===== src/rtl/icp_pkg.sv =====
// Shared types, constants and functions of the iteration count palette
package icp_pkg;

	localparam int COUNT_WIDTH_DEF   = 16;
	localparam int FRACTION_BITS_DEF = 16;

	localparam logic [15:0] MAX_ITER_RST = 16'd100;
	localparam logic [1:0]  MODE_RST     = 2'd0;

	localparam logic REG_MAX_ITER = 1'b0;
	localparam logic REG_MODE     = 1'b1;

	localparam logic [1:0] MODE_POLY    = 2'd0;
	localparam logic [1:0] MODE_MAGENTA = 2'd1;
	localparam logic [1:0] MODE_ORANGE  = 2'd2;
	localparam logic [1:0] MODE_MIRROR  = 2'd3;

	localparam logic [14:0] C_9   = 15'd2295;
	localparam logic [14:0] C_15  = 15'd3825;
	localparam logic [14:0] C_17  = 15'd4335;
	localparam logic [14:0] C_1   = 15'd255;
	localparam logic [14:0] C_11  = 15'd2805;
	localparam logic [14:0] C_32  = 15'd8160;
	localparam logic [14:0] C_46  = 15'd11730;
	localparam logic [14:0] C_127 = 15'd32385;

	localparam logic [16:0] RECIP_5  = 17'd52429;
	localparam logic [16:0] RECIP_15 = 17'd69906;

	typedef enum logic [2:0] {
		DIV1,
		DIV2,
		DIV4,
		DIV5,
		DIV10,
		DIV15
	} div_t;

	typedef struct packed {
		logic vld;
		logic inter;
	} ctl_t;

	function automatic logic [7:0] chan_div(input logic [15:0] q, input div_t d);
		logic [33:0] p5;
		logic [33:0] p15;
		logic [15:0] v;
		p5  = 34'(q) * 34'(RECIP_5);
		p15 = 34'(q) * 34'(RECIP_15);
		case (d)
			DIV1:    v = q;
			DIV2:    v = q >> 1;
			DIV4:    v = q >> 2;
			DIV5:    v = p5[33:18];
			DIV10:   v = 16'(p5[33:19]);
			DIV15:   v = 16'(p15[33:20]);
			default: v = q;
		endcase
		return (v > 16'd255) ? 8'd255 : v[7:0];
	endfunction

endpackage


===== src/rtl/icp_chan.sv =====
// Palette selection, channel scaling and saturation
module icp_chan #(
	parameter int FRACTION_BITS = 16
) (
	input  logic                      clk,
	input  logic                      arst_n,
	input  logic                      en,
	input  icp_pkg::ctl_t             ctl_in,
	input  logic [1:0]                mode,
	input  logic [FRACTION_BITS-1:0]  k,
	input  logic [FRACTION_BITS:0]    t1,
	input  logic [FRACTION_BITS:0]    t2,
	input  logic [FRACTION_BITS:0]    t3,
	output icp_pkg::ctl_t             ctl_out,
	output logic [7:0]                red,
	output logic [7:0]                green,
	output logic [7:0]                blue
);
	import icp_pkg::*;

	localparam int F = FRACTION_BITS;

	logic [F:0]  tv [0:2];
	logic [14:0] cv [0:2];
	div_t        dv [0:2];
	logic [F:0]  kx;

	ctl_t        ctl_s1, ctl_s2;
	logic [15:0] q_s1 [0:2];
	div_t        d_s1 [0:2];
	logic [7:0]  c_s2 [0:2];

	assign kx = {1'b0, k};

	always_comb begin
		case (mode)
			MODE_POLY: begin
				tv[0] = t3; cv[0] = C_9;  dv[0] = DIV1;
				tv[1] = t2; cv[1] = C_15; dv[1] = DIV1;
				tv[2] = t1; cv[2] = C_17; dv[2] = DIV2;
			end
			MODE_MAGENTA: begin
				tv[0] = kx; cv[0] = C_1;  dv[0] = DIV1;
				tv[1] = kx; cv[1] = C_1;  dv[1] = DIV5;
				tv[2] = kx; cv[2] = C_11; dv[2] = DIV15;
			end
			MODE_ORANGE: begin
				tv[0] = kx; cv[0] = C_1;  dv[0] = DIV1;
				tv[1] = kx; cv[1] = C_1;  dv[1] = DIV4;
				tv[2] = '0; cv[2] = C_1;  dv[2] = DIV1;
			end
			default: begin
				tv[0] = t1; cv[0] = C_32;  dv[0] = DIV5;
				tv[1] = t2; cv[1] = C_46;  dv[1] = DIV5;
				tv[2] = t3; cv[2] = C_127; dv[2] = DIV10;
			end
		endcase
	end

	always_ff @(posedge clk or negedge arst_n) begin
		if (!arst_n) begin
			ctl_s1 <= '0;
			ctl_s2 <= '0;
		end else if (en) begin
			ctl_s1 <= ctl_in;
			ctl_s2 <= ctl_s1;
		end
	end

	for (genvar c = 0; c < 3; c++) begin : g_ch
		logic [F+15:0] prod;
		assign prod = (F+16)'(tv[c]) * (F+16)'(cv[c]);

		always_ff @(posedge clk) begin
			if (en) begin
				q_s1[c] <= prod[F+15:F];
				d_s1[c] <= dv[c];
				if (ctl_s1.inter) begin
					c_s2[c] <= (mode == MODE_ORANGE) ? 8'd255 : 8'd0;
				end else begin
					c_s2[c] <= chan_div(q_s1[c], d_s1[c]);
				end
			end
		end
	end

	assign ctl_out = ctl_s2;
	assign red     = c_s2[0];
	assign green   = c_s2[1];
	assign blue    = c_s2[2];

endmodule


===== config.mk =====
export PLATFORM = sky130hd
export DESIGN_NAME = icp_chan
export DESIGN_NICKNAME = d
export VERILOG_FILES = /design/src/rtl/icp_pkg.sv /design/src/rtl/icp_chan.sv
export SDC_FILE = /design/constraint.sdc
export NUM_CORES = 2
export LEC_CHECK = 0
export BUFFER_PORTS_ARGS = -buffer_cell sky130_fd_sc_hd__buf_2
export CORE_ASPECT_RATIO = 1.75
export CORE_UTILIZATION = 40
export DETAILED_ROUTE_END_ITERATION = 12
export GPL_TIMING_DRIVEN = 0
export HOLD_SLACK_MARGIN = 0.06
export SKIP_LAST_GASP = 1
export SYNTH_ARGS = -nofsm -noshare
export SYNTH_HDL_FRONTEND = slang
export SYNTH_SLANG_ARGS = --single-unit

===== constraint.sdc =====
create_clock -name clk -period 7 [get_ports clk]
set_input_delay 0 -clock clk [delete_from_list [all_inputs] [get_ports clk]]
set_output_delay 0 -clock clk [all_outputs]
set_load 0.02 [all_outputs]

== Word level (Yosys, flattened, before mapping) ==
Memory sizes are Yosys's and may differ from the RTL's.
Index checks and enable logic that the tools add are counted.
Operators by class
  reduce and logical (&&, ||, !) cells: 1
  bitwise operators: 3
  $lt $le $gt $ge: 3
  multipliers: 9
  mux-type cells: 27
  equal/unequal tests: 17
Operators by type and width (number)
  $pmux W16 S5: 3
  $mul A16 B16 Y32 const B: 6
  $pmux W51 S3: 1
  $pmux W43 S3: 1
  $mul A17 B15 Y32: 3
  $mux W16: 6
  $mux W8: 7
  $gt A16 B8 Y1 const B: 3
  $pmux W8 S3: 1
  $eq A3 B2 Y1 const B: 6
  $eq A3 B3 Y1 const B: 6
  $eq A3 B1 Y1 const B: 3
  $mux W1: 8
  $or A1 B1 Y1: 3
  $eq A2 B1 Y1 const B: 1
  $eq A2 B2 Y1 const B: 1
  $logic_not A2 Y1: 1
Storage, ports and cells
  output and inout port bits: 26
  memories: 3
  input bits: 74
  word-level logic and storage cells: 67
  bits in writable memories: 81
  register bits: 4
Memories
  q_s1: words 3, width 16, read ports 3, clocked after memory_dff 0, wr ports 3, line icp_chan.sv:29  | logic [15:0] q_s1 [0:2];
  c_s2: words 3, width 8, read ports 3, clocked after memory_dff 0, wr ports 3, line icp_chan.sv:31  | logic [7:0] c_s2 [0:2];
  d_s1: words 3, width 3, read ports 3, clocked after memory_dff 0, wr ports 3, line icp_chan.sv:30  | div_t d_s1 [0:2];

== Depth between registers and ports, before layout ==
An unclocked memory read counts as a cell.
  depth in word-level cells: 8
  depth in mapped cells: 31
  depth with buffers taken out: 30

== Least setup slack after synthesis ==
No wires, ideal clock.
  kind: input to register
  start point: input port mode[1]
  end point: memory q_s1[0][10], data pin
  setup slack: 52 ps
  cell stages on the path: 30
  data required time: 6735 ps
  arrival time: 6683 ps
  buffers on the path: 3
  library setup time: 265 ps
  cells stage by stage: inv_1 > ha_1 > buf_2 > or2_2 > clkbuf_1 > clkbuf_1 > a22oi_1 > nor2_1 > nor2_1 > inv_1 > fa_1 > inv_1 > fa_1 > inv_1 > fa_1 > inv_1 > fa_1 > inv_1 > fa_1 > ha_1 > a21o_1 > a21o_1 > a2111oi_1 > o211ai_1 > a31oi_2 > o21ai_0 > o21a_1 > o22ai_1 > o21ai_0 > xor2_1
RTL lines
  start, declared: line icp_chan.sv:9  | input logic [1:0] mode,
  end, declared: line icp_chan.sv:29

==> impl_metrics.py <==
metrics = {
    "setup_path": {
        "path_class": "in -> reg",
        "crit_arrival_ns": 6.96,
        "critPathLaunchType": "primary input",
        "cp_max_fo": 10,
        "rrSetupSlack_ns": 0.25,
        "end_kind": "flop",
        "cpMaxStageDelayCell": "fa_1",
        "cpMostUsedCell": "fa_1",
        "ff2ff_path_depth": 21,
        "worstPathRequired_ns": 7.13,
        "critPathMaxStageDelay_ns": 0.54,
    },
    "layout": {
        "antenna_cells": 0,
        "drive_above_1_share_pct": 9.40,
        "final_cells": 5459,
        "nets": 5768,
        "n_fill_cell": 9669,
        "area_growth_pct": 9.36,
    },
    "floorplan": {
        "rows": 151,
        "die_w_um": 238,
        "start_util_pct": 40.3,
        "ios": 100,
        "die_area_um2": 98700,
        "coreArea_um2": 96700,
        "die_h_um": 415,
    },
    "logic_synthesis": {
        "synthSimpleGateAreaFrac_pct": 7.27,
        "synth.yosys.seq_area_share_pct": 6.11,
        "async_flop_share_pct": 5.00,
        "yosys_warnings": 0,
        "mappedNetlistArea_um2": 39000,
        "synth.area.mux_share_pct": 1.10,
        "synth_common_cells": "inv_1, ha_1, fa_1, nor2_1, nand2_1",
        "ys_ff_latch": 80,
        "yosys.area_share.adder_pct": 64.1,
        "syn_nets": 5594,
        "syn_inst": 3980,
        "synth_top_family_by_area": "adder cells",
        "synth.most_common_cell": "inv_1",
        "synth_xor_area_share_pct": 2.25,
        "syn-mean-instance-area_um2": 9.79,
        "synth_compound_area_share_pct": 7.18,
        "yosysUniqueCellTypes": 83,
        "post-synth-top-area-cell": "fa_1",
        "synth_area_leaders": "fa_1, ha_1, inv_1, edfxtp_1, nor2_1",
        "synth_top_cell_area_share_pct": 39.0,
        "synth_edf_count": 76,
        "synth_flop_cell": "edfxtp_1",
    },
    "global_route": {
        "grt_pass1_vias": 30800,
        "antenna_found_initial": 2,
        "track_usage_pct": 21.6,
        "grt_pass1_wl_um": 163000,
        "grt_max_degree": 59,
        "gr-total-overflow": 0,
    },
    "clock_network": {
        "cts_sinks": 80,
        "cts_tree": "done",
        "clkTransAtPathRegs_ns": 0.07,
        "htreeDepth": 3,
        "numCtsBuffers": 9,
        "root_buffer": "clkbuf_16",
        "cts.path.max_buffers": 2,
        "insertion_delay_ns": 0.37,
    },
    "routing": {
        "ant_nets": 0,
        "viasPerCell": 5.03,
        "wl_um": 102000,
        "via_count": 27400,
        "firstDrtPassIters": 6,
        "wire_per_inst_um": 18.7,
        "drc": 0,
        "drt_iter0_markers": 933,
    },
    "sta": {
        "fin_crit_ns": 6.82,
        "fin_crit_sh_pct": 97.5,
        "final-setup-viol-count": 0,
        "worst_pin_slew_ns": 0.877,
        "whs_ns": 0.110,
        "setup_tns_ns": 0,
        "finClkSkew_ns": 0.0121,
        "finalMaxSlewViolations": 0,
        "timing.fmax_mhz": 147,
        "timing.final.hold_violations": 0,
        "slew_headroom_pct": 40.7,
    },
    "hold_path": {
        "hold_path_class": "in -> reg",
        "worstHoldPathCells": 2,
    },
    "job": {
        "max_cap_violations": 0,
    },
    "place": {
        "port_buffers": 99,
        "dp_cells": 5379,
        "gp_congestion": 0.977,
        "dpl.hpwl_um": 92800,
    },
    "status": {
        "outcome": "finished clean",
    },
}
critical path: cells and delay by family:
kind,cells,cell delay (ns)
xor+xnor,1,0.07
simple gates,5,1.03
fa+ha+maj,8,3.45
compound gates,6,1.41
buf+inv,9,0.99
flip-flops by register name, indices dropped and copies added, names as in the netlist:
name	flops
d_s1	4
q_s1	48
ctl_out	2
c_s2	24
ctl_s1	2
per-stage QoR:
step | setup slack [ns] | instance area [µm²] | utilization [%]
6_report | 0.176 | 42600 | 44.1
5_1_grt | -0.0678 | 42600 | 44.1
4_1_cts | 0.0171 | 41900 | 43.4
3_5_place_dp | -1.88 | 41100 | 42.5
3_3_place_gp | -1.83 | 41100 | 42.5
2_1_floorplan | 0.0517 | 39000 | -
kinds of logic (layout without fill, tap and decap cells):
kind of cell               count (synthesis)  after routing
adders and majority gates               1540           1540
buffers and inverters                   1245           1424
and+or+nand+nor                          592            592
AOI/OAI and AO/OA                        396            396
xor gates and xnor gates                 100            100
DFF                                       80             80
muxes                                     27             27
what timing repair did:
action / CTS / global route
buffers inserted: 17 / 46
hold buffers: 4 / 0
pin swaps: 16 / 29
gates cloned: 0 / 0
resized for setup: 117 / 119
hold endpoints to repair: 6 / 0
setup endpoints to repair: 52 / 48
worst paths after layout:
| path | start | end |
|---|---|---|
| min in group asynchronous | arst_n | ctl_out[1] |
| max in group asynchronous | arst_n | ctl_s1[0] |
| setup reg to reg | q_s1[0][5] | c_s2[0][1] |
| hold / removal | mode[1] | d_s1[0][1] |
| setup / recovery | mode[0] | q_s1[0][41] |
| hold reg to reg | ctl_out[1] | ctl_out[1] |
cells in the final DEF, fill, tap and decap left out, drive strengths merged, types with 12 or more instances in the layout:
| cell | n |
|---|---|
| buf | 176 |
| xor2 | 39 |
| nor2b | 27 |
| and2 | 54 |
| clkbuf | 46 |
| and3 | 13 |
| nand4 | 16 |
| a22oi | 37 |
| o211ai | 12 |
| a21oi | 79 |
| o21a | 22 |
| a22o | 12 |
| nor3 | 24 |
| or2 | 27 |
| edfxtp | 76 |
| a21o | 55 |
| nor2 | 203 |
| mux4 | 12 |
| xnor2 | 61 |
| a31oi | 15 |
| nand2b | 36 |
| nand3 | 17 |
| inv | 1193 |
| o21ai | 66 |
| ha | 780 |
| nand2 | 146 |
| fa | 760 |
layer usage:
layer / share of wire [%] / track usage (%) / wire, µm
met5: 0 / 0 / 0
met3: 2.9 / 1.38 / 2910
met1: 36 / 22.9 / 37000
met4: 7.9 / 14.3 / 8030
met2: 53 / 40.5 / 54300
layout make-up:
| class | instances | area (µm²) | share of cell area (%) |
|---|---|---|---|
| multi-input cells | 2655 | 32500 | 76.3 |
| inverters | 1191 | 4470 | 10.5 |
| flip-flops and latches | 80 | 2380 | 5.59 |
| well taps | 1300 | 1630 | 3.82 |
| repair buffers | 166 | 1010 | 2.37 |
| plain buffers | 51 | 325 | 0.763 |
| clock buffers | 9 | 225 | 0.528 |
| clock inverters | 7 | 60.1 | 0.141 |
Power is left out: the tool's default activity adds up to more than one toggle a clock period on the data nets, which glitch-free logic cannot reach.
