<file path="src/rtl/icp_pkg.sv">
// Shared types, constants and functions of the iteration count palette
package icp_pkg;

	localparam int COUNT_WIDTH_DEF   = 16;
	localparam int FRACTION_BITS_DEF = 16;

	localparam logic [15:0] MAX_ITER_RST = 16'd100;
	localparam logic [1:0]  MODE_RST     = 2'd0;

	localparam logic REG_MAX_ITER = 1'b0;
	localparam logic REG_MODE     = 1'b1;

	localparam logic [1:0] MODE_POLY    = 2'd0;
	localparam logic [1:0] MODE_MAGENTA = 2'd1;
	localparam logic [1:0] MODE_ORANGE  = 2'd2;
	localparam logic [1:0] MODE_MIRROR  = 2'd3;

	localparam logic [14:0] C_9   = 15'd2295;
	localparam logic [14:0] C_15  = 15'd3825;
	localparam logic [14:0] C_17  = 15'd4335;
	localparam logic [14:0] C_1   = 15'd255;
	localparam logic [14:0] C_11  = 15'd2805;
	localparam logic [14:0] C_32  = 15'd8160;
	localparam logic [14:0] C_46  = 15'd11730;
	localparam logic [14:0] C_127 = 15'd32385;

	localparam logic [16:0] RECIP_5  = 17'd52429;
	localparam logic [16:0] RECIP_15 = 17'd69906;

	typedef enum logic [2:0] {
		DIV1,
		DIV2,
		DIV4,
		DIV5,
		DIV10,
		DIV15
	} div_t;

	typedef struct packed {
		logic vld;
		logic inter;
	} ctl_t;

	function automatic logic [7:0] chan_div(input logic [15:0] q, input div_t d);
		logic [33:0] p5;
		logic [33:0] p15;
		logic [15:0] v;
		p5  = 34'(q) * 34'(RECIP_5);
		p15 = 34'(q) * 34'(RECIP_15);
		case (d)
			DIV1:    v = q;
			DIV2:    v = q >> 1;
			DIV4:    v = q >> 2;
			DIV5:    v = p5[33:18];
			DIV10:   v = 16'(p5[33:19]);
			DIV15:   v = 16'(p15[33:20]);
			default: v = q;
		endcase
		return (v > 16'd255) ? 8'd255 : v[7:0];
	endfunction

endpackage

</file>
<file path="src/rtl/icp_poly.sv">
// Three multiply stages building the Bernstein terms
module icp_poly #(
	parameter int FRACTION_BITS = 16
) (
	input  logic                      clk,
	input  logic                      arst_n,
	input  logic                      en,
	input  icp_pkg::ctl_t             ctl_in,
	input  logic [FRACTION_BITS-1:0]  k_in,
	output icp_pkg::ctl_t             ctl_out,
	output logic [FRACTION_BITS-1:0]  k_out,
	output logic [FRACTION_BITS:0]    t1,
	output logic [FRACTION_BITS:0]    t2,
	output logic [FRACTION_BITS:0]    t3
);
	import icp_pkg::*;

	localparam int F = FRACTION_BITS;

	function automatic logic [F:0] qmul(input logic [F:0] a, input logic [F:0] b);
		logic [2*F+1:0] p;
		p = (2*F+2)'(a) * (2*F+2)'(b);
		return p[2*F:F];
	endfunction

	ctl_t         ctl_s1, ctl_s2, ctl_s3;
	logic [F-1:0] k_s1, k_s2, k_s3;
	logic [F:0]   j_s1;
	logic [F:0]   jk_s1, jj_s1;
	logic [F:0]   jkk_s2, jjk_s2, jjj_s2;
	logic [F:0]   t3_s3, t2_s3, t1_s3;
	logic [F:0]   k_w, j_w, k1_w, k2_w;

	assign k_w  = {1'b0, k_in};
	assign j_w  = (F+1)'(1) << F;
	assign k1_w = {1'b0, k_s1};
	assign k2_w = {1'b0, k_s2};

	always_ff @(posedge clk or negedge arst_n) begin
		if (!arst_n) begin
			ctl_s1 <= '0;
			ctl_s2 <= '0;
			ctl_s3 <= '0;
		end else if (en) begin
			ctl_s1 <= ctl_in;
			ctl_s2 <= ctl_s1;
			ctl_s3 <= ctl_s2;
		end
	end

	always_ff @(posedge clk) begin
		if (en) begin
			k_s1   <= k_in;
			j_s1   <= j_w - k_w;
			jk_s1  <= qmul(j_w - k_w, k_w);
			jj_s1  <= qmul(j_w - k_w, j_w - k_w);
			k_s2   <= k_s1;
			jkk_s2 <= qmul(jk_s1, k1_w);
			jjk_s2 <= qmul(jj_s1, k1_w);
			jjj_s2 <= qmul(jj_s1, j_s1);
			k_s3   <= k_s2;
			t3_s3  <= qmul(jkk_s2, k2_w);
			t2_s3  <= qmul(jjk_s2, k2_w);
			t1_s3  <= qmul(jjj_s2, k2_w);
		end
	end

	assign ctl_out = ctl_s3;
	assign k_out   = k_s3;
	assign t1      = t1_s3;
	assign t2      = t2_s3;
	assign t3      = t3_s3;

endmodule

</file>
<file path="config.mk">
export PLATFORM = sky130hd
export DESIGN_NAME = icp_poly
export DESIGN_NICKNAME = d
export VERILOG_FILES = /design/src/rtl/icp_pkg.sv /design/src/rtl/icp_poly.sv
export SDC_FILE = /design/constraint.sdc
export NUM_CORES = 2
export LEC_CHECK = 0
export BUFFER_PORTS_ARGS = -buffer_cell sky130_fd_sc_hd__buf_4
export CAP_MARGIN = 10
export CORE_ASPECT_RATIO = 1.75
export CORE_UTILIZATION = 35
export DETAILED_ROUTE_END_ITERATION = 6
export PLACE_DENSITY_LB_ADDON = 0.3
export SLEW_MARGIN = 10
export SYNTH_ARGS = -nofsm -noshare
export SYNTH_HDL_FRONTEND = slang
export SYNTH_SLANG_ARGS = --single-unit
</file>
<file path="constraint.sdc">
create_clock -name clk -period 15.5 [get_ports clk]
set_clock_uncertainty 0.05 [all_clocks]
set_input_delay 3.1 -clock clk [delete_from_list [all_inputs] [get_ports clk]]
set_output_delay 3.1 -clock clk [all_outputs]
set_load 0.05 [all_outputs]
</file>
# Yosys cells after proc, flatten, opt, wreduce, memory -nomap -nowiden

Cells that the tools add are included.

Bits in registers: 207
Input port bits: 21
Output and inout port bits: 69
Logic and storage cells: 27

$add $sub $neg: 1
Multiply operators: 8

Operators by type and width:

| operator                                                             | number |
|---|---|
| 17-bit by 16-bit multiplier with 33-bit output                       | 6 |
| 17-bit by 17-bit multiplier with 33-bit output                       | 2 |
| 17-bit by 16-bit subtractor with 17-bit output, first input constant | 1 |

# Depth between registers and ports, before layout

Word-level depth: 2
Mapped depth: 32
Gate-level depth less buffers: 31

# Worst setup path after synthesis

No wires, ideal clock.

Path type: input port to flip-flop
Start point: input port k_in[9]
End point: register jj_s1[16] (data pin)
Library setup time: 0.258 ns
Arrival: 10.391 ns
Required time: 15.192 ns
Slack: 4.801 ns
Cell stages on the path: 28
Path buffers: 2
Cell sequence: buf_6 or4_4 or3_4 or4_4 inv_1 ha_1 inv_1 clkbuf_1 nand2_1 fa_1 fa_1 fa_1 inv_1 fa_1 fa_1 inv_1 fa_1 inv_1 ha_1 a21o_1 a21o_1 a21oi_1 nor2b_1 o311ai_0 o22ai_1 o21ai_0 o21bai_1 xnor2_1

Cells in the longest elaborated chain, start to end: 2

Ends and longest elaborated chain:

| item                                           | line           | text |
|---|---|---|
| from (decl)                                    | icp_poly.sv:9  | `input logic [FRACTION_BITS-1:0] k_in,` |
| 17-bit by 16-bit subtractor with 17-bit output | icp_poly.sv:56 | `jj_s1 <= qmul(j_w - k_w, j_w - k_w);` |
| 17-bit by 17-bit multiplier with 33-bit output | icp_poly.sv:22 | `p = (2*F+2)'(a) * (2*F+2)'(b);` |
| to (signal assigned)                           | icp_poly.sv:56 |  |
| to (decl)                                      | icp_poly.sv:29 | `logic [F:0] jk_s1, jj_s1;` |

No other way between the ends.
A chain may end at the register's enable or synchronous reset.

# Worst setup path after layout

Start point: input port k_in[0]
End point: register jj_s1[16] (data pin)

The elaborated chain is that of the path after synthesis.

==> reports/results.txt <==
The flow ran to the end, and the final reports show no timing, DRC or antenna violations. Setup repair after global routing left no endpoint under its margin. For the site row count, the log shows 220. After synthesis the cells add up to 0.0725 mm². The arrival time of data at the critical path endpoint came out at 12210 ps.

Most numerous cell in the Yosys netlist: sky130_fd_sc_hd__inv_1. Averaged over all synthesized cells, the footprint is 9.32 µm². At the pin with the least slew margin, the transition time is 1010 ps. The largest single stage delay on the critical path is 850 ps. The number of hold buffers added after CTS was 0. Once placement completed, the tool counted placed cells totaling 10300. The register area share after synthesis was 0.0849. Clock tree synthesis selected as its root buffer the cell sky130_fd_sc_hd__clkbuf_16. The tools report the weighted congestion at the end of routability-driven global placement as 0.870. TritonCTS built the clock tree. The starting density of the core is 0.353, and the register clock-pin slew on the reported worst setup and hold paths is 70 ps. Library cell occupying the most area in the post-synthesis netlist: sky130_fd_sc_hd__fa_1. The tools report the required time at the worst-slack endpoint as 15850 ps.

The share of post-route cells with drive strength above 1 came out at 0.0321. The clock net in this run drives a total of 206 sinks. CTS H-tree depth: 1. Before antenna repair, the detailed router went through 6 iterations. The fmax was 84.3 MHz; the first-pass GRT wire length was 310 mm.

Among all stages on the critical path, the largest delay is contributed by sky130_fd_sc_hd__clkinv_1. The run gives 0 as the number of warnings reported in the yosys synthesis log. The count of vias placed by the detailed router is 50800. In the final timing run, aggregate negative setup slack is 0 ps.

The area fraction in and, or, nand and nor cells after synthesis works out to 0.145. The kind of critical path is primary input to flop. By area, the combinational part of the netlist is dominated by adder cells.

The run gives 147 mm as the HPWL after detailed placement. The tools report the hold violation count in the final report as 0. The remaining max-slew budget at the tightest pin was 0.324; the chip width was 346 µm.

The number of violations of the max-capacitance limit is 0. Kind of launch point of the worst setup path: a primary input. Number of port buffers: 89. By area the synthesized netlist is led by sky130_fd_sc_hd__fa_1, sky130_fd_sc_hd__ha_1, sky130_fd_sc_hd__inv_1.

The run gives 10100 as the final net count. Compared with the post-synthesis result, the final layout area differs by 5.76%. The post-detailed-route via-to-cell ratio was 4.91. For the clock latency of the later-clocked register in the worst-skew pair, the log shows 650 ps. After the first detailed-routing iteration, the DRC count stood at 2232.

After technology mapping, the gate count stands at 7784. After detailed routing, the average wire length per cell comes to 18.4 µm. For this run, the leading register cell type out of synthesis is sky130_fd_sc_hd__edfxtp_1.

The die is 604 µm tall. In this run the count of I/O pins placed on the die edge is 90. After layout, the minimum clock period comes to 11860 ps. The maximum fanout count along the critical path came out at 28. The async set-or-reset flop fraction in the synthesized netlist works out to 0.0291. The tools report the count of unique library cells instantiated by Yosys as 66. The tightest min-delay check is of the flop to flop type. The area share of fa/ha/maj cells after synthesis was 0.600.

Once the clock tree was built, the setup fixing pass inserted 0 buffers. By count the netlist is led by sky130_fd_sc_hd__inv_1, sky130_fd_sc_hd__fa_1, sky130_fd_sc_hd__nand2_1. The portion of netlist area occupied by mux cells is 0.00122, and the post-cts resize count is 0. The TritonCTS buffer count is 25. The run gives 0 as the total grt overflow. The logs give 190 mm for the total wirelength of the detailed-routed design and 0 for the max-slew violation total from the final report. The count of fill cells added during filler insertion is 20600.

The worst setup path is captured at a flop. In this run, synthesis inferred 200 flip-flops with an integrated enable. The number of antenna violations at the first check in global routing was 3; the maximum number of pins on one net before global-route repair was 93. Excluding fillers, the count of instances in the completed layout stands at 10300. The synthesized flop and latch total is 206, and the xor/xnor cell area share of the yosys netlist is 0.0177.

The region available for standard cell placement spans 0.206 mm². The complex-gate fraction of the synthesized area came out at 0.0306. The number of nets still failing antenna checks after routing is 0.

Counting along the longest clock path gives a buffer depth of 3. The portion of the clock cycle consumed by the worst path in the final layout was 0.765; the total track usage was 0.187. For the detailed-route DRC error count, the log shows 0. The number of setup violations in the final report was 0. The overall die area was 0.209 mm²; the share of the synthesized area in the top cell type was 0.456. The run gives 58200 as the number of global-route vias before repair.
[layout by cell type, fill, tap and decap left out, types with 5 or more instances in the layout]
cell type,instances
sky130_fd_sc_hd__a211oi_1,8
sky130_fd_sc_hd__a21o_1,64
sky130_fd_sc_hd__a21oi_1,116
sky130_fd_sc_hd__a31o_2,9
sky130_fd_sc_hd__a31oi_1,18
sky130_fd_sc_hd__and2_1,577
sky130_fd_sc_hd__and3_1,17
sky130_fd_sc_hd__buf_4,166
sky130_fd_sc_hd__clkbuf_16,25
sky130_fd_sc_hd__clkinv_1,11
sky130_fd_sc_hd__conb_1,14
sky130_fd_sc_hd__dfrtp_1,6
sky130_fd_sc_hd__edfxtp_1,200
sky130_fd_sc_hd__fa_1,1652
sky130_fd_sc_hd__ha_1,833
sky130_fd_sc_hd__inv_1,1967
sky130_fd_sc_hd__inv_6,9
sky130_fd_sc_hd__mux2_2,7
sky130_fd_sc_hd__nand2_1,1317
sky130_fd_sc_hd__nand2b_1,25
sky130_fd_sc_hd__nand3_1,33
sky130_fd_sc_hd__nand4_1,16
sky130_fd_sc_hd__nor2_1,128
sky130_fd_sc_hd__nor2b_1,89
sky130_fd_sc_hd__nor3_1,27
sky130_fd_sc_hd__nor3b_1,6
sky130_fd_sc_hd__nor4_1,5
sky130_fd_sc_hd__o2111ai_1,6
sky130_fd_sc_hd__o21a_1,13
sky130_fd_sc_hd__o21ai_0,51
sky130_fd_sc_hd__o21bai_1,16
sky130_fd_sc_hd__o22ai_1,5
sky130_fd_sc_hd__or2_2,7
sky130_fd_sc_hd__or3_1,5
sky130_fd_sc_hd__xnor2_1,99
sky130_fd_sc_hd__xor2_1,46
[worst max-delay path: cells and delay by family]
kind            cells  cell delay [ps]
buf+inv             8             1690
xor+xnor            1              140
fa+ha+maj           9             4030
compound gates      6             1720
simple gates        6             1510
[cells by family (layout without fill, tap and decap cells)]
family          after synthesis  after routing
fa+ha+maj                  2485           2485
buf+inv                    2325           2191
simple gates               2266           2266
compound gates              346            346
flops                       206            206
xor+xnor                    146            146
mux                           8              8
other cells                   2             15
[metal layers]
| metal | wire length, µm | up-vias | track usage |
|---|---|---|---|
| li1 | - | 22500 | - |
| met1 | 68400 | 26600 | 0.203 |
| met2 | 105000 | 1227 | 0.366 |
| met3 | 6570 | 449 | 0.0128 |
| met4 | 9660 | 0 | 0.0864 |
| met5 | 0 | - | 0 |
[final timing paths]
check,end,cells after the start,from,slack [ps]
min in group asynchronous,ctl_s1[1]$_DFFE_PN0P_,1,arst_n,2210
min,ctl_s1[1]$_DFFE_PN0P_,1,ctl_s1[1]$_DFFE_PN0P_,460
max in group asynchronous,ctl_out[0]$_DFFE_PN0P_,1,arst_n,13080
min reg2reg,ctl_s1[1]$_DFFE_PN0P_,1,ctl_s1[1]$_DFFE_PN0P_,460
max,jj_s1[16]$_DFFE_PP_,30,k_in[0],3640
max reg2reg,t1[6]$_DFFE_PP_,21,k_s2[9]$_DFFE_PP_,8020
[sequential cells by signal, summed over array words and instances, names as in the netlist]
register / cells
jj_s1: 17
jjj_s2: 17
jjk_s2: 17
jk_s1: 17
jkk_s2: 17
t1: 17
t2: 17
t3: 17
j_s1: 16
k_out: 16
k_s1: 16
k_s2: 16
ctl_out: 2
ctl_s1: 2
ctl_s2: 2
[through the flow]
step | hold slack (ps) | worst slack [ps] | instance area, µm² | utilization
final | 457 | 3640 | 76700 | 0.373
after global routing | 467 | 2930 | 76700 | 0.373
after CTS | 458 | 3760 | 76700 | 0.373
after detailed placement | 441 | 3070 | 75900 | 0.369
after global placement | 438 | 3320 | 75900 | 0.369
after floorplan | 374 | 4800 | 72600 | -
[layout make-up]
| cell class | count | area, µm² | share of cell area |
|---|---|---|---|
| Multi-Input combinational cell | 5265 | 57700 | 0.752 |
| Inverter | 1978 | 7430 | 0.0968 |
| Sequential cell | 206 | 6160 | 0.0802 |
| Tap cell | 2664 | 3330 | 0.0434 |
| Timing Repair Buffer | 167 | 1260 | 0.0164 |
| Clock buffer | 26 | 629 | 0.00820 |
| Clock inverter | 20 | 226 | 0.00295 |
| Antenna cell | 1 | 2.50 | 0.0000326 |
Power is left out: the tool's default activity adds up to more than one toggle a clock period on the data nets, which glitch-free logic cannot reach.
