$ cat config.mk
export PLATFORM = sky130hd
export DESIGN_NAME = icp_div
export DESIGN_NICKNAME = d
export VERILOG_FILES = /design/src/rtl/icp_pkg.sv /design/src/rtl/icp_div.sv
export SDC_FILE = /design/constraint.sdc
export NUM_CORES = 1
export LEC_CHECK = 0
export BUFFER_PORTS_ARGS = -buffer_cell sky130_fd_sc_hd__buf_2
export CAP_MARGIN = 15
export CELL_PAD_IN_SITES_DETAIL_PLACEMENT = 0
export CELL_PAD_IN_SITES_GLOBAL_PLACEMENT = 1
export CORE_UTILIZATION = 47
export DETAILED_ROUTE_END_ITERATION = 8
export PLACE_DENSITY_LB_ADDON = 0.1
export SKIP_LAST_GASP = 1
export SLEW_MARGIN = 20
export SYNTH_ARGS = -nofsm -noshare
export SYNTH_HDL_FRONTEND = slang
export SYNTH_SLANG_ARGS = --single-unit
$ cat constraint.sdc
create_clock -name clk -period 2.7 [get_ports clk]
set_clock_uncertainty 0.2 [all_clocks]
set_input_delay 0.27 -clock clk [delete_from_list [all_inputs] [get_ports clk]]
set_output_delay 0.27 -clock clk [all_outputs]
set_load 0.02 [all_outputs]
$ cat src/rtl/icp_pkg.sv
// Shared types, constants and functions of the iteration count palette
package icp_pkg;

	localparam int COUNT_WIDTH_DEF   = 16;
	localparam int FRACTION_BITS_DEF = 16;

	localparam logic [15:0] MAX_ITER_RST = 16'd100;
	localparam logic [1:0]  MODE_RST     = 2'd0;

	localparam logic REG_MAX_ITER = 1'b0;
	localparam logic REG_MODE     = 1'b1;

	localparam logic [1:0] MODE_POLY    = 2'd0;
	localparam logic [1:0] MODE_MAGENTA = 2'd1;
	localparam logic [1:0] MODE_ORANGE  = 2'd2;
	localparam logic [1:0] MODE_MIRROR  = 2'd3;

	localparam logic [14:0] C_9   = 15'd2295;
	localparam logic [14:0] C_15  = 15'd3825;
	localparam logic [14:0] C_17  = 15'd4335;
	localparam logic [14:0] C_1   = 15'd255;
	localparam logic [14:0] C_11  = 15'd2805;
	localparam logic [14:0] C_32  = 15'd8160;
	localparam logic [14:0] C_46  = 15'd11730;
	localparam logic [14:0] C_127 = 15'd32385;

	localparam logic [16:0] RECIP_5  = 17'd52429;
	localparam logic [16:0] RECIP_15 = 17'd69906;

	typedef enum logic [2:0] {
		DIV1,
		DIV2,
		DIV4,
		DIV5,
		DIV10,
		DIV15
	} div_t;

	typedef struct packed {
		logic vld;
		logic inter;
	} ctl_t;

	function automatic logic [7:0] chan_div(input logic [15:0] q, input div_t d);
		logic [33:0] p5;
		logic [33:0] p15;
		logic [15:0] v;
		p5  = 34'(q) * 34'(RECIP_5);
		p15 = 34'(q) * 34'(RECIP_15);
		case (d)
			DIV1:    v = q;
			DIV2:    v = q >> 1;
			DIV4:    v = q >> 2;
			DIV5:    v = p5[33:18];
			DIV10:   v = 16'(p5[33:19]);
			DIV15:   v = 16'(p15[33:20]);
			default: v = q;
		endcase
		return (v > 16'd255) ? 8'd255 : v[7:0];
	endfunction

endpackage

$ cat src/rtl/icp_div.sv
// Pipelined restoring divider forming k = (count << F) / max
module icp_div #(
	parameter int FRACTION_BITS = 16
) (
	input  logic                      clk,
	input  logic                      arst_n,
	input  logic                      en,
	input  icp_pkg::ctl_t             ctl_in,
	input  logic [15:0]               count,
	input  logic [15:0]               maxv,
	output icp_pkg::ctl_t             ctl_out,
	output logic [FRACTION_BITS-1:0]  k
);
	import icp_pkg::*;

	localparam int F = FRACTION_BITS;

	ctl_t        ctl_s [0:F];
	logic [15:0] rem_s [0:F];
	logic [F-1:0] quo_s [0:F];

	assign ctl_s[0] = ctl_in;
	assign rem_s[0] = ctl_in.inter ? 16'd0 : count;
	assign quo_s[0] = '0;

	for (genvar i = 0; i < F; i++) begin : g_stage
		logic [16:0]  dbl;
		logic         ge;
		logic [15:0]  rem_n;
		logic [F-1:0] quo_n;

		always_comb begin
			dbl   = {rem_s[i], 1'b0};
			ge    = (dbl >= {1'b0, maxv});
			rem_n = ge ? 16'(dbl - {1'b0, maxv}) : dbl[15:0];
			quo_n = {quo_s[i][F-2:0], ge};
		end

		always_ff @(posedge clk or negedge arst_n) begin
			if (!arst_n) begin
				ctl_s[i+1] <= '0;
			end else if (en) begin
				ctl_s[i+1] <= ctl_s[i];
			end
		end

		always_ff @(posedge clk) begin
			if (en) begin
				rem_s[i+1] <= rem_n;
				quo_s[i+1] <= quo_n;
			end
		end
	end

	assign ctl_out = ctl_s[F];
	assign k       = quo_s[F];

endmodule

# --- Yosys cells after proc, flatten, opt, wreduce, memory -nomap -nowiden ---
# Cells that the tools add are included.
totals:
  input_bits: 37
  elab_cells: 125
  register_bits: 408
classes:
  mux: 16
  addsub: 15
  magnitude_cmp: 16
op_table:
  columns: ["operator", "n"]
  rows:
  - ["$ge 17x16->1", 16]
  - ["$mux 16", 16]
  - ["$sub 16x16->16", 15]

# --- Logic depth before layout (Yosys ltp) ---
# Gate-level depths: netlist of run 1.
logic_depth:
  depth_word: 3
  depth_mapped: 12
  ltp_nobuf: 11

# --- Least setup slack after synthesis of run 1 ---
# No wires, ideal clock.
synth_timing:
  kind: "input to register"
  start: "input port maxv[6]"
  end: "register rem_s, in the netlist g_stage[15].dbl[11], data pin"
  t_arrival_ns: 2.697
  path_slack_ns: -0.457
  t_required_ns: 2.240
  path_buffers: 2
  stages: 11
  setup_time_ns: 0.260
  path_cell_list: "inv_1 -> ha_1 -> a21oi_1 -> o21bai_1 -> a211oi_1 -> o21ai_0 -> o2111ai_2 -> and2_1 -> buf_2 -> buf_2 -> mux2_2"
synth_between:
  elab_chain_len: 2
  elab_cells_between_ends: 3
  classes_between: "add/sub (1); order compare (1); mux (1)"
synth_rtl:
  columns: ["element", "line", "rtl"]
  rows:
  - ["start, declared", "icp_div.sv:10", "input logic [15:0] maxv,"]
  - ["$sub 16x16->16 or $ge 17x16->1 (tied branches)", "icp_div.sv:35, icp_div.sv:34", null]
  - ["$mux 16 *", "icp_div.sv:35", "rem_n = ge ? 16'(dbl - {1'b0, maxv}) : dbl[15:0];"]
  - ["net g_stage[14].rem_n[10]", "icp_div.sv:29", "logic [15:0] rem_n;"]
  - ["end signal, assigned by index", "icp_div.sv:49", "rem_s[i+1] <= rem_n;"]
  - ["end, declared", "icp_div.sv:19", "logic [15:0] rem_s [0:F];"]
# Mark *: on every way through the listed nets, which the timed path passes. The rest lies on a longest branch.
# A chain may end at the register's enable or synchronous reset.

# --- Worst setup path after layout of run 1 ---
layout_timing:
  start: "register rem_s, in the netlist g_stage[11].dbl[5]"
  end: "register rem_s, in the netlist g_stage[12].dbl[13], data pin"
layout_between:
  elab_chain_len: 2
  elab_cells_between_ends: 3
  classes_between: "add/sub (1); order compare (1); mux (1)"
layout_rtl:
  columns: ["element", "line"]
  rows:
  - ["$sub 16x16->16 or $ge 17x16->1 (tied branches)", "icp_div.sv:35, icp_div.sv:34"]
  - ["$mux 16 *", "icp_div.sv:35"]
  - ["net g_stage[11].rem_n[12]", "icp_div.sv:29"]
# Marks and branches as above.

==> results by group, run 1 <==
Run status
  • Run status: complete, but fails checks
  • Failing checks: setup timing

Clock network
  • CTS tree: done
  • # clock sinks: 408
  • Clk slew on worst S/H paths: 0.06 ns
  • TritonCTS Buffers: 48
  • Skew-Pair Late Insertion Delay: 0.60 ns
  • Bufs on Longest Clock Path: 3
  • Clock root buffer: clkbuf_16
  • H-tree Lvls: 2

STA
  • Fin worst setup slack: -0.161 ns
  • Worst Tran Pin Value: 0.706 ns
  • Hold Fails Final Rpt: 0
  • Max-slew violation count: 0
  • Fin crit share: 106%
  • Fmax: 350 MHz
  • Tmin final: 2.86 ns
  • Final setup violation count: 66
  • Unrepaired setup endpoints after global routing: true
  • Rel. slew slack: 52.9%

Yosys
  • Post-synthesis xor/xnor area fraction: 4.62%
  • Flops & latches, synth: 408
  • Syn Nets: 2808
  • Main combinational cell family by area after synthesis: compound AO/OA/AOI/OAI gates
  • Post-synthesis mux area share: 6.77%
  • Syn Inst Count: 2501
  • Syn_area_per_cell: 10.9 um2
  • Seq/Total Area, Yosys: 44.3%
  • Async set-reset flop share out of synthesis: 7.84%
  • Cell Area, Synth: 0.0273 mm2
  • Post-synthesis compound-gate area fraction: 18.1%
  • Synth Area in Adders: 12.8%
  • Post-synth top area share: 41.4%
  • Top_reg_cell synth: edfxtp_1
  • Synth top area cells: edfxtp_1 (41%), ha_1 (12%), mux2_2 (6.1%), a21oi_1 (3.2%), dfrtp_1 (2.9%)
  • Synth Warn #: 0
  • Simple-gate area share of the yosys netlist: 11.3%
  • Synth area leader: edfxtp_1
  • Post-synth cell types: 87
  • EDFF count, synth: 376

Setup path
  • Crit path buf inv count: 1
  • Max incr delay on CP: 0.44 ns
  • R2R setup slack: -0.16 ns
  • R2R depth: 8
  • Critical R2R Capture: g_stage[12].dbl[13]$_DFFE_PP_
  • Critical path arrival: 3.01 ns
  • Crit path cell chain: ha_2, or3_4, or2_4, o211ai_1, a21bo_2, a31oi_4, buf_12, mux2_4
  • Family with the most delay on the worst path: compound AO/OA/AOI/OAI gates
  • Setup crit end kind: flip-flop
  • Worst r2r src: g_stage[11].dbl[5]$_DFFE_PP_
  • Critical path type: reg -> reg
  • Worst-path fanout max: 8
  • CP Data Required Time: 2.85 ns
  • Startpoint class of the critical path: flip-flop
  • CP max-delay cell: edfxtp_1

Cells and area
  • Reg area: 0.0121 mm2
  • Share of cells above drive strength 1: 42.7%
  • Post-layout nets: 3743
  • Fill count: 4225
  • Multi-input logic area: 0.0170 mm2
  • Area grow syn2layout: 45.2%
  • ANT cells: 0
  • Final std cells w/o fill: 4231

Die
  • Initial core utilization: 48.0%
  • Core area: 0.0568 mm2
  • Die H: 243 um
  • Ports: 55
  • Number of rows in the core area: 87
  • Die outline area: 0.0590 mm2
  • Die Wd: 243 um

Drt
  • Vias: 23494
  • Routed Antenna Nets: 0
  • Detailed Route Iter0 Violations: 1247
  • WL/cell: 19.1 um
  • DRC Markers: 0
  • DRT Pass-1 Iters: 5
  • Total wire length: 80800 um
  • Vias per Instance: 5.55

Min path
  • Worst hold-check path type: in -> reg
  • WHS Endpoint: g_stage[1].dbl[3]$_DFFE_PP_
  • Hold Path Depth: 4
  • Hold_sp: count[1]

Placed design
  • Pre-CTS setup slack: -0.611 ns
  • PortBufs: 54
  • RD Place Congestion: 0.931
  • Inst Count DP: 4021
  • Detailed Place HPWL: 58000 um

Global route
  • Global-route wire length before repair: 123000 um
  • Vias in the first global route: 23299
  • Met1 Usage GRT: 34.6%
  • Initial antenna violation count: 0
  • GRT Overall Usage: 26.4%
  • GRT overflow: 0
  • Largest net degree at the start of global routing: 81
  • GRT met3 Usage: 2.85%
  • GR peak layer: met2
  • Grt met2 use: 45.7%

Run
  • Max cap viols: 0

Power and ir drop
  • PwrDens: 1250 mW/mm2
  • Max VDD drop: 0.000787 V
  • Design Power: 0.0496 W
  • Leakage dissipation: 16.7 nW
[sequential cells by signal (all words and copies together) (netlist names)]
name           flops
g_stage.quo_n    120
g_stage.dbl      240
k                 16
ctl_out            2
ctl_s             30
[per-stage QoR]
stage	instance area, um2	util (%)	TNS [ns]	hold slack (ns)
6_report	39600	69.7	-5.45	0.0341
5_1_grt	39600	69.7	-12.97	0.0410
4_1_cts	37800	66.5	-6.65	0.00802
3_5_place_dp	34900	61.4	-100.11	0.162
3_3_place_gp	34900	61.4	-88.21	0.132
2_1_floorplan	27800	-	-25.83	-0.226
[layout make-up]
class,count,share of cell area [%]
clock buffers,58,3.23
repair buffers,929,19.3
flip-flops and latches,408,30.5
clock inverters,31,0.802
well taps,756,2.39
inverters,85,0.947
repair inverters,2,0.0442
multi-input cells,1962,42.8
[cell families after synthesis]
group | after synthesis
flops | 408
buf+inv | 134
compound gates | 740
simple gates | 639
fa+ha+maj | 270
mux | 166
xor+xnor | 144
[cell usage in the layout, fill, tap and decap left out, drive strengths merged, types with 18 or more instances in the layout]
cell,Yosys,layout
buf,26,923
edfxtp,376,376
ha,255,255
nor2,185,185
a21oi,174,176
o21ai,165,165
nand2,149,149
mux2,149,149
xnor2,91,91
inv,85,85
o21a,71,71
nor2b,69,69
a21o,68,68
clkbuf,23,59
xor2,53,53
nand3,48,48
nor3,44,44
nand2b,35,35
dfrtp,32,32
o31ai,30,30
nand4,26,26
o31a,25,25
a211oi,22,22
a21boi,22,22
and2,21,21
a31oi,20,21
a211o,18,18
[power by group]
part	internal (W)	switching, W
logic	0.0170	0.0141
registers	0.0104	0.00165
clock network	0.00381	0.00274
total	0.0312	0.0185
[worst register-to-register path: stages, from the launching register on]
cell      delay [ns]
edfxtp_1        0.44
ha_2            0.21
or3_4           0.40
or2_4           0.24
o211ai_1        0.27
a21bo_2         0.28
a31oi_4         0.11
buf_12          0.17
mux2_4          0.29
[worst max path at each step]
stage / start / to / slack, ns / depth (start not counted)
4_1_cts: g_stage[4].dbl[1]$_SDFFCE_PP0P_ / g_stage[5].dbl[10]$_DFFE_PP_ / -0.18 / 9
2_1_floorplan: maxv[6] / g_stage[11].dbl[11]$_DFFE_PP_ / -0.28 / 10
5_1_grt: g_stage[11].dbl[5]$_DFFE_PP_ / g_stage[12].dbl[13]$_DFFE_PP_ / -0.21 / 8
3_5_place_dp: maxv[1] / g_stage[12].dbl[13]$_DFFE_PP_ / -0.61 / 12
3_3_place_gp: maxv[1] / g_stage[12].dbl[13]$_DFFE_PP_ / -0.57 / 12
6_report: g_stage[11].dbl[5]$_DFFE_PP_ / g_stage[12].dbl[13]$_DFFE_PP_ / -0.16 / 8
[timing repair]
action                     in CTS  in global routing
gates cloned                    7                  2
pin swaps                      65                138
setup endpoints to repair     168                218
resized for setup             164                289
hold endpoints to repair       66                  0
hold buffers                    5                  0
setup buffers                  55                 69
[metal layers]
layer	routed length (um)	up-vias
met5	0	-
met2	39700	486
met1	36000	11395
met4	2350	0
met3	2770	137
li1	-	11476
[Yosys cell counts, types with 10 or more instances]
| cell | count |
|---|---|
| buf_2 | 14 |
| nand2_1 | 149 |
| o21ai_0 | 160 |
| nand4_1 | 26 |
| o21bai_1 | 12 |
| inv_1 | 82 |
| xor2_1 | 53 |
| o211ai_1 | 12 |
| or2_2 | 11 |
| o31a_1 | 25 |
| nand2b_1 | 35 |
| mux2_2 | 149 |
| mux2i_1 | 17 |
| and2_1 | 21 |
| fa_1 | 15 |
| edfxtp_1 | 376 |
| a211o_1 | 18 |
| nor3_1 | 44 |
| xnor2_1 | 91 |
| dfrtp_1 | 32 |
| nor2_1 | 185 |
| ha_1 | 255 |
| or3_1 | 12 |
| a21o_1 | 68 |
| a31oi_1 | 18 |
| a211oi_1 | 21 |
| nand3_1 | 48 |
| clkbuf_1 | 23 |
| a31o_2 | 10 |
| o21a_1 | 71 |
| o31ai_1 | 28 |
| and3_1 | 11 |
| a21oi_1 | 172 |
| nor2b_1 | 69 |
| a21boi_0 | 19 |
Power figures use the tool's default switching activity.
==> run 2, diff against run 1 <==
SETUP_SLACK_MARGIN = 0.1   (was default)
==> run 2 against run 1 <==
The run still ends with setup timing left. Utilization up 2.5 points. Design area rose by 3.6%. Non-clock buffer count grew 59. Fmax increased by 0.57%. Sequential cell count unchanged. Sequential power is essentially flat. Global-route usage rose by 1.1 points. Wire length increased by 4.8%. Sequential share of layout area decreased by 1.1 points. Power increased by 5.7%. Final cell count rose by 1.4%. Clock power increased by 4.4%. Critical path type unchanged.
==> results by group, run 2 (synthesized netlist as in run 1, its figures left out) <==
Run status
  • Run status: complete, but fails checks
  • Failing checks: setup timing

Drt
  • Vias: 24010 (+2.2%)
  • DRC Markers: 0 (unchanged)
  • DRT Pass-1 Iters: 5 (unchanged)
  • Routed Antenna Nets: 0 (unchanged)
  • Detailed Route Iter0 Violations: 1466 (+18%)
  • Total wire length: 84700 um (+4.8%)
  • WL/cell: 19.7 um (+3.3%)
  • Vias per Instance: 5.60 (+0.79%)

STA
  • Rel. slew slack: 51.6% (-1.3 points)
  • Final setup violation count: 67 (+1.5%)
  • Unrepaired setup endpoints after global routing: true
  • Fin worst setup slack: -0.145 ns (+0.0162 ns)
  • Max-slew violation count: 0 (unchanged)
  • Hold Fails Final Rpt: 0 (unchanged)
  • Fmax: 352 MHz (+0.57%)
  • Worst Tran Pin Value: 0.726 ns (+0.0202 ns)
  • Fin crit share: 105% (-0.60 points)
  • Tmin final: 2.84 ns (-0.0162 ns)

Power and ir drop
  • Max VDD drop: 0.000912 V (+16%)
  • Seq pwr share: 23.1% (-1.2 points)
  • Switching Fraction: 37.3% (+0.083 points)
  • P_sw: 0.0195 W (+5.9%)
  • PwrDens: 1280 mW/mm2 (+2.0%)
  • Clk network pwr share: 13.1% (about the same)
  • P_int: 0.0329 W (+5.5%)
  • Leakage dissipation: 17.3 nW (+3.5%)
  • Logic pwr share: 63.9% (+1.4 points)

Cells and area
  • Post-layout nets: 3800 (+1.5%)
  • Fill count: 3992 (-5.5%)
  • Core Util, Final: 72.2% (+2.5 points)
  • Area grow syn2layout: 50.4%
  • Share of cells above drive strength 1: 46.4% (+3.7 points)
  • Max reg flops: 240 (unchanged)
  • Most common cell after layout, fill and taps aside: buf_4
  • Design area: 0.0410 mm2 (+3.6%)
  • Most frequent cells in the layout: buf_4 (806), edfxtp_1 (376), ha_1 (181)

Die
  • Core area: 0.0568 mm2 (unchanged)
  • Die outline area: 0.0590 mm2 (unchanged)
  • Ports: 55 (unchanged)
  • Number of rows in the core area: 87 (unchanged)
  • Initial core utilization: 48.0% (unchanged)
  • Die Wd: 243 um (unchanged)
  • Die H: 243 um (unchanged)

Global route
  • GRT Overall Usage: 27.5% (+1.1 points)
  • Vias in the first global route: 24265 (+4.1%)
  • Initial antenna violation count: 1 (+1)
  • Largest net degree at the start of global routing: 76 (-6.2%)
  • GRT overflow: 0 (unchanged)
  • Global-route wire length before repair: 129000 um (+4.6%)

Setup path
  • Startpoint class of the critical path: flip-flop
  • Critical path type: reg -> reg
  • Worst-path fanout max: 7 (-1)
  • Critical path startpoint: g_stage[1].dbl[1]$_SDFFCE_PN0P_
  • CP Data Required Time: 2.84 ns (about the same)
  • R2R setup slack: -0.14 ns (+0.02 ns)
  • R2R depth: 10 (+2)
  • Critical path arrival: 2.99 ns (-0.02 ns)
  • Worst r2r src: g_stage[1].dbl[1]$_SDFFCE_PN0P_
  • Setup crit end kind: flip-flop
  • Critical R2R Capture: g_stage[2].dbl[5]$_DFFE_PP_

Clock network
  • Clock root buffer: clkbuf_16
  • Skew-Pair Late Insertion Delay: 0.62 ns (+0.02 ns)
  • Bufs on Longest Clock Path: 3 (unchanged)
  • # clock sinks: 408 (unchanged)
  • Clk slew on worst S/H paths: 0.06 ns (about the same)
  • TritonCTS Buffers: 48 (unchanged)
  • H-tree Lvls: 2 (unchanged)
  • CTS tree: done

Min path
  • Worst hold-check path type: in -> reg
  • Hold_sp: maxv[0]
  • WHS Endpoint: g_stage[1].dbl[1]$_SDFFCE_PN0P_
  • Hold Path Depth: 3 (-1)

Placed design
  • PortBufs: 54 (unchanged)
  • Placed cell area: 0.0347 mm2 (-0.52%)
  • RD Place Congestion: 0.924 (-0.69%)
  • Detailed Place HPWL: 58700 um (+1.2%)

Run
  • Max cap viols: 0 (unchanged)
-- run 2: cell count changes in the layout (fill, tap and decap cells not counted), sizes merged --
cell and change:
a21oi -1, dlygate4sd3 +4, clkinv +1, clkinvlp -2, diode +1, a31oi -1
bufinv +3, inv -7, clkbuf +8, buf +53
-- run 2: how the worst max path moves through the flow --
stage | end | slack [ns]
after global placement | g_stage[9].dbl[8]$_DFFE_PP_ | -0.70
after floorplan | g_stage[11].dbl[11]$_DFFE_PP_ | -0.28
after detailed placement | g_stage[9].dbl[16]$_DFFE_PP_ | -0.71
after global routing | g_stage[2].dbl[5]$_DFFE_PP_ | -0.23
final | g_stage[2].dbl[5]$_DFFE_PP_ | -0.14
after CTS | g_stage[2].dbl[3]$_DFFE_PP_ | -0.14
-- run 2: power groups by stage --
stage,clock (W),sequential (W),combinational (W)
finish,0.00684,0.0121,0.0335
global route,0.00723,0.0123,0.0360
CTS,0.00700,0.0120,0.0293
detailed placement,0,0.0120,0.0250
global placement,0,0.0119,0.0245
floorplan,0,0.0112,0.0152
-- run 2: layout make-up --
| type | count | area [um2] | area share [%] |
|---|---|---|---|
| Timing Repair Buffer | 988 | 8200 | 20.0 |
| Clock inverter | 26 | 393 | 0.958 |
| Antenna cell | 1 | 2.50 | 0.00610 |
| Multi-Input combinational cell | 1960 | 17700 | 43.2 |
| Clock buffer | 64 | 1280 | 3.12 |
| Tap cell | 756 | 946 | 2.31 |
| Sequential cell | 408 | 12100 | 29.5 |
| Timing Repair inverter | 2 | 20.0 | 0.0488 |
| Inverter | 85 | 378 | 0.921 |
-- run 2: routing by layer --
layer  global-route usage, %  vias up  wire (um)
met2                    47.5      539      41500
met1                    35.7    11742      37100
met3                    3.57      160       3620
met5                       0        -         10
met4                    8.38        2       2460
li1                        -    11567          -
-- run 2: timing repair --
action,CTS,global route
cloned,11,6
pin swaps,126,190
setup buffers,93,88
gates resized for setup,304,360
hold buffers,9,0
setup endpoints to repair,210,242
endpoints found under the hold margin,68,0
-- run 2: through the flow --
stage	hold WS [ns]	cells	setup WS, ns	power (W)	setup TNS, ns
5_1_grt	0.0618	4289	-0.233	0.0555	-11.60
6_report	0.0400	4290	-0.145	0.0524	-5.39
2_1_floorplan	-0.226	2501	-0.283	0.0264	-26.84
3_5_place_dp	0.161	4011	-0.708	0.0370	-125.49
3_3_place_gp	0.130	4011	-0.699	0.0364	-122.29
4_1_cts	0.0111	4210	-0.141	0.0483	-3.92
-- run 2: worst max-delay path, cell delays in order, from the launching register on --
cell and delay (ns):
edfxtp_1 0.42, buf_6 0.15, ha_4 0.21, nor2b_4 0.13, o31a_1 0.32, o2111ai_2 0.24, a21o_1 0.17, nand4_1 0.13
and2_4 0.21, buf_8 0.14, mux2_4 0.28
